--- config.mk ---
export PLATFORM = sky130hd
export DESIGN_NAME = two_stage_watchdog_timer
export DESIGN_NICKNAME = d
export VERILOG_FILES = /design/src/hw/rtl/tswdt_pkg.sv /design/src/hw/rtl/tswdt_cfg.sv /design/src/hw/rtl/tswdt_core.sv /design/src/hw/rtl/two_stage_watchdog_timer.sv
export SDC_FILE = /design/constraint.sdc
export NUM_CORES = 1
export LEC_CHECK = 0
export BUFFER_PORTS_ARGS = -buffer_cell sky130_fd_sc_hd__buf_2
export CAP_MARGIN = 5
export CORE_MARGIN = 4
export CORE_UTILIZATION = 45
export CTS_CLUSTER_SIZE = 30
export DETAILED_ROUTE_END_ITERATION = 6
export PLACE_DENSITY_LB_ADDON = 0.15
export SKIP_CTS_REPAIR_TIMING = 1
export SYNTH_ARGS = -nofsm -noshare
export SYNTH_HDL_FRONTEND = slang
export SYNTH_HIERARCHICAL = 1
export SYNTH_SLANG_ARGS = --single-unit
--- constraint.sdc ---
create_clock -name clk -period 4.75 [get_ports clk]
set_input_delay 0 -clock clk [delete_from_list [all_inputs] [get_ports clk]]
set_output_delay 0 -clock clk [all_outputs]
set_load 0.1 [all_outputs]
--- src/hw/rtl/tswdt_pkg.sv ---
// Shared types, codes and constants of the two-stage watchdog timer.
package tswdt_pkg;

  // Preload register width and tick counter width (a stage can run twice the preload)
  localparam int PRELOAD_BITS = 32;
  localparam int TICK_W       = PRELOAD_BITS + 1;
  localparam int DPRE_W       = 21;
  localparam int CFG_AW       = 3;

  // Item function codes
  localparam logic [2:0] FUNC_TICK    = 3'd0;
  localparam logic [2:0] FUNC_WIN_WR  = 3'd1;
  localparam logic [2:0] FUNC_WIN_RD  = 3'd2;
  localparam logic [2:0] FUNC_CTRL_WR = 3'd3;
  localparam logic [2:0] FUNC_LOCK_WR = 3'd4;
  localparam logic [2:0] FUNC_CTRL_RD = 3'd5;
  localparam logic [2:0] FUNC_LOCK_RD = 3'd6;

  // Window byte offsets
  localparam logic [3:0] OFS_PRELOAD1 = 4'd0;
  localparam logic [3:0] OFS_PRELOAD2 = 4'd4;
  localparam logic [3:0] OFS_STATUS   = 4'd8;
  localparam logic [3:0] OFS_RELOAD   = 4'd12;

  // Expiry events reported on the result
  localparam logic [2:0] EV_NONE     = 3'd0;
  localparam logic [2:0] EV_RESET    = 3'd1;
  localparam logic [2:0] EV_POWEROFF = 3'd2;
  localparam logic [2:0] EV_NMI      = 3'd3;
  localparam logic [2:0] EV_NOTIFY   = 3'd4;

  // Stage-two actions
  localparam logic [1:0] ACT_RESET    = 2'd0;
  localparam logic [1:0] ACT_POWEROFF = 2'd1;
  localparam logic [1:0] ACT_NMI      = 2'd2;
  localparam logic [1:0] ACT_NOTIFY   = 2'd3;

  // Configuration register indexes
  localparam logic REG_ACTION  = 1'b0;
  localparam logic REG_PRELOAD = 1'b1;

  // Unlock sequence progress
  localparam logic [1:0] UNLK_IDLE  = 2'd0;
  localparam logic [1:0] UNLK_FIRST = 2'd1;
  localparam logic [1:0] UNLK_DONE  = 2'd2;

  // Register bit constants
  localparam logic [15:0] UNLOCK_KEY1  = 16'h0080;
  localparam logic [15:0] UNLOCK_KEY2  = 16'h0086;
  localparam int          RELOAD_BIT   = 8;
  localparam logic [31:0] FIRED_READ   = 32'h0000_0200;
  localparam logic [5:0]  CTRL_MASK    = 6'h27;
  localparam logic [1:0]  INTTYPE_NONE = 2'd3;
  localparam int          CTRL_PRESCALE_BIT = 2;
  localparam int          LOCK_LOCKED_BIT   = 0;
  localparam int          LOCK_ENABLE_BIT   = 1;
  localparam logic [DPRE_W-1:0] DPRE_RESET = 21'd30720;

  // Input item
  typedef struct packed {
    logic [2:0]  func;
    logic [3:0]  offset;
    logic [31:0] wdata;
  } in_item_t;

  // Result item
  typedef struct packed {
    logic [31:0] rdata;
    logic        irq_line;
    logic [2:0]  expiry_event;
    logic        counting;
  } out_item_t;

  // Configuration handed from the register port to the watchdog core
  typedef struct packed {
    logic [1:0]        action;
    logic              preload_load;
    logic [DPRE_W-1:0] preload_val;
  } cfg_t;

endpackage

--- src/hw/rtl/tswdt_cfg.sv ---
// APB-style configuration registers: stage-two action and default preload.
module tswdt_cfg
  import tswdt_pkg::*;
(
  input  logic              clk,
  input  logic              rst_n,
  input  logic              cfg_psel,
  input  logic              cfg_penable,
  input  logic              cfg_pwrite,
  input  logic [CFG_AW-1:0] cfg_paddr,
  input  logic [31:0]       cfg_pwdata,
  output logic [31:0]       cfg_prdata,
  output logic              cfg_pready,
  output cfg_t              cfg
);

  logic [1:0]        action_r;
  logic [DPRE_W-1:0] dpre_r;
  logic              wr_en;
  logic              reg_idx;

  assign cfg_pready = 1'b1;
  assign wr_en      = cfg_psel & cfg_penable & cfg_pwrite;
  assign reg_idx    = cfg_paddr[2];

  // Write registers on the access beat
  always_ff @(posedge clk) begin
    if (!rst_n) begin
      action_r <= ACT_RESET;
      dpre_r   <= DPRE_RESET;
    end else if (wr_en) begin
      if (reg_idx == REG_ACTION) begin
        action_r <= cfg_pwdata[1:0];
      end else begin
        dpre_r <= cfg_pwdata[DPRE_W-1:0];
      end
    end
  end

  // Read back
  always_comb begin
    case (reg_idx)
      REG_ACTION:  cfg_prdata = {30'd0, action_r};
      REG_PRELOAD: cfg_prdata = {{(32-DPRE_W){1'b0}}, dpre_r};
      default:     cfg_prdata = 32'd0;
    endcase
  end

  // Preload write also reloads both preload registers in the core
  assign cfg.action       = action_r;
  assign cfg.preload_load = wr_en & (reg_idx == REG_PRELOAD);
  assign cfg.preload_val  = cfg_pwdata[DPRE_W-1:0];

endmodule

--- src/hw/rtl/tswdt_core.sv ---
// Watchdog state and the per-item update: ticks, window, control and lock accesses.
module tswdt_core
  import tswdt_pkg::*;
(
  input  logic      clk,
  input  logic      rst_n,
  input  logic      step,
  input  in_item_t  item,
  input  cfg_t      cfg,
  output out_item_t res
);

  logic [PRELOAD_BITS-1:0] pre1_r, pre1_nxt;
  logic [PRELOAD_BITS-1:0] pre2_r, pre2_nxt;
  logic [5:0]              ctrl_r, ctrl_nxt;
  logic [1:0]              lock_r, lock_nxt;
  logic                    status_r, status_nxt;
  logic                    armed_r, armed_nxt;
  logic                    stage2_r, stage2_nxt;
  logic                    fired_r, fired_nxt;
  logic [1:0]              unlk_r, unlk_nxt;
  logic [TICK_W-1:0]       tick_r, tick_nxt;
  logic                    irq_r, irq_nxt;
  logic [31:0]             rdata;
  logic [2:0]              event_code;
  logic [1:0]              lock_v;
  logic [15:0]             reload_v;
  logic [31:0]             dpre_ext;
  logic [31:0]             dpre_rst_ext;

  // Length of a stage in ticks
  function automatic logic [TICK_W-1:0] stage_ticks(input logic [PRELOAD_BITS-1:0] p,
                                                    input logic ps);
    logic [TICK_W-1:0] t;
    t = (p == '0) ? TICK_W'(1) : {1'b0, p};
    if (ps) t = {t[TICK_W-2:0], 1'b0};
    return t;
  endfunction

  assign dpre_ext     = {{(32-DPRE_W){1'b0}}, cfg.preload_val};
  assign dpre_rst_ext = {{(32-DPRE_W){1'b0}}, DPRE_RESET};
  assign reload_v     = item.wdata[15:0];

  // Compute the next state and the result of one item
  always_comb begin
    pre1_nxt   = pre1_r;
    pre2_nxt   = pre2_r;
    ctrl_nxt   = ctrl_r;
    lock_nxt   = lock_r;
    status_nxt = status_r;
    armed_nxt  = armed_r;
    stage2_nxt = stage2_r;
    fired_nxt  = fired_r;
    unlk_nxt   = unlk_r;
    tick_nxt   = tick_r;
    irq_nxt    = irq_r;
    rdata      = 32'd0;
    event_code = EV_NONE;
    lock_v     = item.wdata[1:0];

    case (item.func)
      FUNC_TICK: begin
        if (armed_r) begin
          if (tick_r[TICK_W-1:1] != '0) begin
            tick_nxt = tick_r - TICK_W'(1);
          end else if (!stage2_r) begin
            // stage one ran out: flag, interrupt, load stage two
            fired_nxt  = 1'b1;
            status_nxt = 1'b1;
            if (ctrl_r[1:0] != INTTYPE_NONE) irq_nxt = 1'b1;
            stage2_nxt = 1'b1;
            tick_nxt   = stage_ticks(pre2_r, ctrl_r[CTRL_PRESCALE_BIT]);
          end else begin
            // stage two ran out: issue the action
            case (cfg.action)
              ACT_NMI: begin
                event_code = EV_NMI;
                stage2_nxt = 1'b0;
                fired_nxt  = 1'b0;
                status_nxt = 1'b0;
                irq_nxt    = 1'b0;
                tick_nxt   = stage_ticks(pre1_r, ctrl_r[CTRL_PRESCALE_BIT]);
              end
              default: begin
                case (cfg.action)
                  ACT_RESET:    event_code = EV_RESET;
                  ACT_POWEROFF: event_code = EV_POWEROFF;
                  default:      event_code = EV_NOTIFY;
                endcase
                armed_nxt = 1'b0;
                irq_nxt   = 1'b0;
                tick_nxt  = '0;
              end
            endcase
          end
        end
      end

      FUNC_WIN_WR: begin
        case (item.offset)
          OFS_PRELOAD1: begin
            if (unlk_r == UNLK_DONE) begin
              pre1_nxt = item.wdata[PRELOAD_BITS-1:0];
              unlk_nxt = UNLK_IDLE;
            end
          end
          OFS_PRELOAD2: begin
            if (unlk_r == UNLK_DONE) begin
              pre2_nxt = item.wdata[PRELOAD_BITS-1:0];
              unlk_nxt = UNLK_IDLE;
            end
          end
          OFS_STATUS: begin
            if (item.wdata[0]) begin
              status_nxt = 1'b0;
              irq_nxt    = 1'b0;
            end
          end
          OFS_RELOAD: begin
            // advance the unlock sequence or pet
            if (reload_v == UNLOCK_KEY1) begin
              unlk_nxt = UNLK_FIRST;
            end else if (reload_v == UNLOCK_KEY2 && unlk_r == UNLK_FIRST) begin
              unlk_nxt = UNLK_DONE;
            end else begin
              if (unlk_r == UNLK_DONE && reload_v[RELOAD_BIT] && armed_r) begin
                stage2_nxt = 1'b0;
                fired_nxt  = 1'b0;
                status_nxt = 1'b0;
                irq_nxt    = 1'b0;
                tick_nxt   = stage_ticks(pre1_r, ctrl_r[CTRL_PRESCALE_BIT]);
              end
              unlk_nxt = UNLK_IDLE;
            end
          end
          default: ;
        endcase
      end

      FUNC_WIN_RD: begin
        case (item.offset)
          OFS_PRELOAD1: rdata = 32'(pre1_r);
          OFS_PRELOAD2: rdata = 32'(pre2_r);
          OFS_STATUS:   rdata = {31'd0, status_r};
          OFS_RELOAD:   rdata = fired_r ? FIRED_READ : 32'd0;
          default:      rdata = 32'd0;
        endcase
      end

      FUNC_CTRL_WR: begin
        if (!lock_r[LOCK_LOCKED_BIT]) ctrl_nxt = item.wdata[5:0] & CTRL_MASK;
      end

      FUNC_LOCK_WR: begin
        // locked makes both bits sticky
        if (lock_r[LOCK_LOCKED_BIT]) lock_v = lock_v | lock_r;
        lock_nxt = lock_v;
        if (!lock_r[LOCK_ENABLE_BIT] && lock_v[LOCK_ENABLE_BIT]) begin
          armed_nxt  = 1'b1;
          stage2_nxt = 1'b0;
          fired_nxt  = 1'b0;
          status_nxt = 1'b0;
          irq_nxt    = 1'b0;
          tick_nxt   = stage_ticks(pre1_r, ctrl_r[CTRL_PRESCALE_BIT]);
        end else if (lock_r[LOCK_ENABLE_BIT] && !lock_v[LOCK_ENABLE_BIT]) begin
          armed_nxt = 1'b0;
          irq_nxt   = 1'b0;
          tick_nxt  = '0;
        end
      end

      FUNC_CTRL_RD: rdata = {26'd0, ctrl_r};
      FUNC_LOCK_RD: rdata = {30'd0, lock_r};
      default: ;
    endcase
  end

  // Hold state; commit on each processed item, reload preloads on config write
  always_ff @(posedge clk) begin
    if (!rst_n) begin
      pre1_r   <= dpre_rst_ext[PRELOAD_BITS-1:0];
      pre2_r   <= dpre_rst_ext[PRELOAD_BITS-1:0];
      ctrl_r   <= '0;
      lock_r   <= '0;
      status_r <= 1'b0;
      armed_r  <= 1'b0;
      stage2_r <= 1'b0;
      fired_r  <= 1'b0;
      unlk_r   <= UNLK_IDLE;
      tick_r   <= '0;
      irq_r    <= 1'b0;
    end else if (cfg.preload_load) begin
      pre1_r <= dpre_ext[PRELOAD_BITS-1:0];
      pre2_r <= dpre_ext[PRELOAD_BITS-1:0];
    end else if (step) begin
      pre1_r   <= pre1_nxt;
      pre2_r   <= pre2_nxt;
      ctrl_r   <= ctrl_nxt;
      lock_r   <= lock_nxt;
      status_r <= status_nxt;
      armed_r  <= armed_nxt;
      stage2_r <= stage2_nxt;
      fired_r  <= fired_nxt;
      unlk_r   <= unlk_nxt;
      tick_r   <= tick_nxt;
      irq_r    <= irq_nxt;
    end
  end

  assign res.rdata        = rdata;
  assign res.irq_line     = irq_nxt;
  assign res.expiry_event = event_code;
  assign res.counting     = armed_nxt;

endmodule

--- src/hw/rtl/two_stage_watchdog_timer.sv ---
// Two-stage watchdog timer: top level with input and result registers.
// Each input beat is one tick of the 1024 Hz count clock or one register access, and
// produces exactly one result beat. The block takes one beat per cycle when the result side
// keeps up: a beat lands in the input register, is processed by the watchdog core (one
// compare and one decrement of the tick counter at most) once the result register is free,
// and its result is held in the result register. Under output backpressure the result
// register holds, and the input register stalls once it holds a beat. The APB-style port
// holds the stage-two action (address 0) and the default preload (address 4); writing the
// default preload also loads both preloads.
module two_stage_watchdog_timer
  import tswdt_pkg::*;
(
  input  logic              clk,
  input  logic              rst_n,
  input  logic              in_valid,
  output logic              in_ready,
  input  in_item_t          in_data,
  output logic              out_valid,
  input  logic              out_ready,
  output out_item_t         out_data,
  input  logic              cfg_psel,
  input  logic              cfg_penable,
  input  logic              cfg_pwrite,
  input  logic [CFG_AW-1:0] cfg_paddr,
  input  logic [31:0]       cfg_pwdata,
  output logic [31:0]       cfg_prdata,
  output logic              cfg_pready
);

  in_item_t  in_data_r;
  logic      in_valid_r;
  out_item_t out_data_r;
  logic      out_valid_r;
  out_item_t res;
  cfg_t      cfg;
  logic      step;

  // Process the held beat when the result register is free or draining
  assign step     = in_valid_r & (~out_valid_r | out_ready);
  assign in_ready = ~in_valid_r | step;

  // Hold the incoming beat
  always_ff @(posedge clk) begin
    if (!rst_n) begin
      in_valid_r <= 1'b0;
    end else if (in_ready) begin
      in_valid_r <= in_valid;
    end
  end

  always_ff @(posedge clk) begin
    if (in_valid && in_ready) begin
      in_data_r <= in_data;
    end
  end

  // Hold the result beat until taken
  always_ff @(posedge clk) begin
    if (!rst_n) begin
      out_valid_r <= 1'b0;
    end else if (step) begin
      out_valid_r <= 1'b1;
    end else if (out_ready) begin
      out_valid_r <= 1'b0;
    end
  end

  always_ff @(posedge clk) begin
    if (step) begin
      out_data_r <= res;
    end
  end

  assign out_valid = out_valid_r;
  assign out_data  = out_data_r;

  tswdt_cfg u_cfg (
    .clk         (clk),
    .rst_n       (rst_n),
    .cfg_psel    (cfg_psel),
    .cfg_penable (cfg_penable),
    .cfg_pwrite  (cfg_pwrite),
    .cfg_paddr   (cfg_paddr),
    .cfg_pwdata  (cfg_pwdata),
    .cfg_prdata  (cfg_prdata),
    .cfg_pready  (cfg_pready),
    .cfg         (cfg)
  );

  tswdt_core u_core (
    .clk   (clk),
    .rst_n (rst_n),
    .step  (step),
    .item  (in_data_r),
    .cfg   (cfg),
    .res   (res)
  );

endmodule

Word-level counts from Yosys, hierarchy flattened
Index checks and enable logic that the tools add are counted.

storage, ports and cells
  logic and storage cells = 189
  output and inout bits = 72
  latch bits = 0
  memories = 0
  memory bits (writable) = 0
  bits in registers = 211
  input bits = 81
  ROM bits = 0

operators by class
  div/mod/pow operators = 0
  $add $sub $neg = 1
  shifts and indexed selects = 0
  reductions and logical operators = 40
  multipliers = 0
  bitwise operators = 16
  mux-type cells = 76
  equal/unequal tests = 31
  magnitude comparators = 0

operators by type and width
  kind                                                 number
  two-way mux 33 bit                                   12
  two-way mux 21 bit                                   10
  one-hot mux 32 bit (4 select lines)                  1
  one-hot mux 33 bit (3 select lines)                  1
  one-hot mux 32 bit (3 select lines)                  1
  logical NOT 32 bit                                   2
  two-way mux 32 bit                                   2
  one-hot mux 32 bit (2 select lines)                  1
  subtractor 33 x 1 -> 33 bit (second input constant)  1
  == test 16 x 8 -> 1 bit (second input constant)      2
  two-way mux 1 bit                                    32
  nonzero test 32 bit                                  1
  AND reduction 4 bit                                  5
  nonzero test 2 bit                                   7
  two-way mux 2 bit                                    6
  != test 3 bit (second input constant)                4
  one-hot mux 1 bit (3 select lines)                   4
  AND reduction 12 bit                                 1
  AND reduction 11 bit                                 1
  two-way mux 10 bit                                   1
  != test 2 x 1 -> 1 bit (second input constant)       5
  AND reduction 10 bit                                 1
  == test 3 bit (second input constant)                3
  inverter 1 bit                                       9
  28 further kinds                                     51

Logic depth before layout (Yosys ltp)
  depth after elaboration = 8
  depth in mapped cells = 10
  mapped depth without buffers = 9

Hierarchy
The synthesis kept the hierarchy.

modules (own cells, without submodules)
  module                    instances  area each (sq um)  seq. area each (sq um)  cells each
  tswdt_core                1          7,305.8            2,202.1                 974
  two_stage_watchdog_timer  1          2,386.0            2,322.2                 85
  tswdt_cfg                 1          1,372.6            460.4                   158

Worst setup path before layout
OpenSTA, ideal clock, no wires.

  path type = reg-to-reg
  start = register out_valid_r (netlist: out_valid)
  end = register u_core.tick_r[22]
  slack = 0.286 ns
  arrival = 4.345 ns
  required time = 4.631 ns
  period minus slack after synthesis = 4.464 ns
  stages on the path, launching flop included = 9
  library setup time = 0.119 ns
  cell sequence = dfxtp_1 -> nor2b_4 -> nor2b_1 -> nor2b_1 -> and4_1 -> clkbuf_1 -> nand2_2 -> o221a_2 -> o221a_2

between the ends
  cells in the longest elaborated chain, start to end = 4

ends and longest elaborated chain
  element                        RTL line                        source
  start, declared                two_stage_watchdog_timer.sv:33  logic out_valid_r;
  start signal, assigned         two_stage_watchdog_timer.sv:60  out_valid_r <= 1'b0;
  start signal, assigned         two_stage_watchdog_timer.sv:62  out_valid_r <= 1'b1;
  start signal, assigned         two_stage_watchdog_timer.sv:64  out_valid_r <= 1'b0;
  inverter 1 bit                 two_stage_watchdog_timer.sv:39  assign step = in_valid_r & (~out_valid_r | out_ready);
  OR 1 bit                       two_stage_watchdog_timer.sv:39
  AND 1 bit                      two_stage_watchdog_timer.sv:39
  net step                       two_stage_watchdog_timer.sv:36  logic step;
  AND reduction 9 bit (no line)  --
  end signal, assigned           tswdt_core.sv:205               tick_r <= tick_nxt;
  end, declared                  tswdt_core.sv:22                logic [TICK_W-1:0] tick_r, tick_nxt;

The timed path passes the listed nets, and every way through them passes these cells.
A chain may end at the register's enable or synchronous reset.

Final worst setup path
  start = register u_core.tick_r[9]
  end = register u_core.tick_r[23]

between the ends
  cells in the longest elaborated chain, start to end = 4

ends and longest elaborated chain
  element                                                             RTL line                            source
  subtractor 33 x 1 -> 33 bit or nonzero test 32 bit (tied branches)  tswdt_core.sv:65, tswdt_core.sv:64
  two-way mux 33 bit (*)                                              tswdt_core.sv:64                    if (tick_r[TICK_W-1:1] != '0) begin
  two-way mux 33 bit (*)                                              tswdt_core.sv:63                    if (armed_r) begin
  one-hot mux 33 bit (3 select lines) (*)                             tswdt_core.sv:61                    case (item.func)

Every way passes the cells marked *; elsewhere a longest branch is shown, timed or not. The select of a mux whose other input is x is not followed.

==> impl_metrics.tcl <==
set metrics [dict create \
    ys_seq_area_share_pct 45.1 \
    area_growth_pct 17.8 \
    antenna_found_initial 0 \
    async_flop_share_pct 0 \
    die_h_um 165 \
    dpl.hpwl_um 21800 \
    wl_per_cell_um 19.3 \
    hold_class "in2reg" \
    routed_via_density 5.80 \
    finClkSkew_ns 0.00972 \
    coreArea_um2 24200 \
    fin_ws_ns 1.49 \
    grt_max_degree 63 \
    tns_ns 0 \
    required_ns 5.16 \
    path_max_fanout 16 \
    synth_cell_type_count 73 \
    port_buffers 127 \
    nets 1427 \
    clock.fmax_mhz 307 \
    cts_buffer_depth 3 \
    avgSynthCellArea_um2 9.09 \
    path_clk_slew_ns 0.06 \
    final_max_slew_viol_count 0 \
    drt_iter0_drc 942 \
    worstMarginPinSlew_ns 1.06 \
    drc_errors 0 \
    startpoint_type "flip-flop" \
    fillCellCount 2257 \
    syn-cell-area_um2 11100 \
    pwr_density_cell_nw_per_um2 348 \
    hold_violations 0 \
    vias 9748 \
    fin_crit_sh_pct 68.5 \
    grt_pass1_vias 9182 \
    yosys_warnings 6 \
    track_usage_pct 23.3 \
    syn-instance-count 1217 \
    pre_cts_slack_ns 1.54 \
    ant_nets 0 \
    power_leakage_nw 4.72 \
    synth_ff_type "dfxtp_1" \
    first_pass_iters 5 \
    ir_drop_uv 294 \
    drt_wl_total_um 32500 \
    drive_above_1_share_pct 16.2 \
    clock_insertion_delay_worst_skew_ns 0.52 \
    die_width_um 165 \
    status "complete, no violations" \
    cts_tree "built" \
    numCtsBuffers 23 \
    crit_type "reg2reg" \
    rsz0062_at_grt "false" \
    p_total_mw 4.54 \
    setup_viol 0 \
    arrival_ns 3.66 \
    ioPinCount 153 \
    slew_headroom_pct 28.7 \
    holdWs_ns 0.191 \
    cts-root-buf "clkbuf_16" \
    maxCapViolations 0 \
    gp_congestion 0.877 \
    cp-end-kind "flip-flop" \
    grt_remaining_overflow 0 \
    fp.dieArea_um2 27200 \
    num_rows 57 \
    cts_sinks 211 \
    antenna_cells 0 \
    h-tree-depth 1 \
    min_period_ns 3.26 \
    grt_pass1_wl_um 50700 \
    synth_seq_cells 211 \
    start_util_pct 45.6 \
    synth_edf_count 76 \
]
## registers in the layout, summed over array words and instances (netlist names)
signal	cells
out_valid	1
u_core/irq_r	1
u_core/unlk_r	2
u_core/ctrl_r	4
u_core/pre1_r	32
in_valid_r	1
u_core/stage2_r	1
u_core/status_r	1
u_core/lock_r	2
u_cfg/dpre_r	21
u_core/armed_r	1
u_core/tick_r	33
u_cfg/action_r	2
u_core/pre2_r	32
u_core/fired_r	1
in_data_r	39
out_data	37
## final timing paths
kind         cells past startpoint  slack [ns]              from                end
max reg2reg                      6        1.49  u_core/tick_r[9]  u_core/tick_r[23]
max                              6        1.49  u_core/tick_r[9]  u_core/tick_r[23]
min                              2        0.19       in_data[22]      in_data_r[22]
min reg2reg                      2        0.45   u_cfg/dpre_r[8]    u_cfg/dpre_r[8]
## cells in the mapped netlist (all sizes together) (2+ instances only)
master	count	share of area (%)
nand2	201	6.9
dfxtp	135	24
mux2i	92	8.3
nor2	82	2.8
o21ai	79	3.6
edfxtp	76	21
clkbuf	68	2.3
buf	57	4.0
a21oi	51	2.3
a31oi	50	2.8
a22oi	32	2.2
nor4	31	2.0
o22ai	22	1.2
and2	20	1.1
o221ai	18	1.4
nor2b	16	0.97
nor3	15	0.68
o221a	14	1.4
inv	13	0.44
nand2b	13	0.80
xor2	13	1.0
xnor2	12	0.95
and3	11	0.62
nand3	11	0.50
and4	8	0.63
nand4	8	0.45
o211ai	6	0.45
ha	5	0.57
nand3b	5	0.45
a211oi	4	0.32
mux2	4	0.41
o31ai	4	0.27
or3	4	0.23
or4	4	0.34
a22o	3	0.24
o21a	3	0.20
a31o	2	0.16
conb	2	0.068
nand4b	2	0.16
nor3b	2	0.14
nor4b	2	0.16
nor4bb	2	0.18
## area by class of cell
class	count	area, um2	area share, %
clock buffer	26	597	4.58
sequential	211	4990	38.3
inverter	13	48.8	0.374
multi-input combinational	878	5410	41.5
timing repair buffer	214	1450	11.2
tap	324	405	3.11
clock inverter	16	131	1.01
## placed cells by master (no fill, tap or decap), types with 5 or more instances in the layout
cell type and n:
o221a_1 5, xor2_1 13, conb_1 12, o211ai_1 5
nand2_1 198, nor2_1 82, nand4_1 8, nand3_1 11
o22ai_1 22, buf_2 127, nor4_1 27, nand2b_1 12
and2_1 20, a31oi_1 50, o221ai_1 18, and4_1 8
a22oi_1 32, clkbuf_16 23, a21oi_1 50, o21ai_1 5
edfxtp_1 76, ha_1 5, nor2b_1 14, xnor2_1 12
o221a_2 9, buf_4 21, inv_1 13, clkinv_2 8
dlygate4sd3_1 66, nor3_1 15, o21ai_0 74, mux2i_1 92
dfxtp_1 134, and3_1 11
## logic make-up after synthesis
kind of cell | count (synthesis) | synth area share (%)
xor+xnor | 25 | 1.98
other cells | 2 | 0.0679
buf+inv | 138 | 6.71
fa+ha+maj | 5 | 0.565
mux | 96 | 8.73
simple gates | 441 | 19.4
flops | 211 | 45.1
compound gates | 299 | 17.5
## through the flow
stage | cells | utilization [%] | area (um2)
after global routing | 1682 | 53.7 | 13000
after detailed placement | 1574 | 48.0 | 11600
after global placement | 1574 | 48.0 | 11600
after floorplan | 1227 | - | 11100
final | 1682 | 53.7 | 13000
after CTS | 1616 | 51.0 | 12400
## per-layer routing
layer	up-vias	part of all wire (%)	GRT usage (%)	wire length, um
met5	-	0	0	0
met4	0	2.5	6.92	825
met3	55	6.7	5.29	2190
met2	357	44	34.9	14300
met1	4677	47	33.5	15200
li1	4659	-	-	-
## worst max-delay path: stages (launching register included)
cell and delay (ns):
dfxtp_1 0.36, nor4_2 0.49, nand2_1 0.38, nor4_4 0.97, nand2_2 0.34, o221a_2 0.39
o221a_2 0.22
## power by group
group,switching [mW],leakage (nW),internal [mW]
registers,0.0650,1.81,1.94
logic,0.535,2.54,0.261
clock network,0.732,0.363,1.01
No activity file was read; power rests on OpenSTA's default activity.
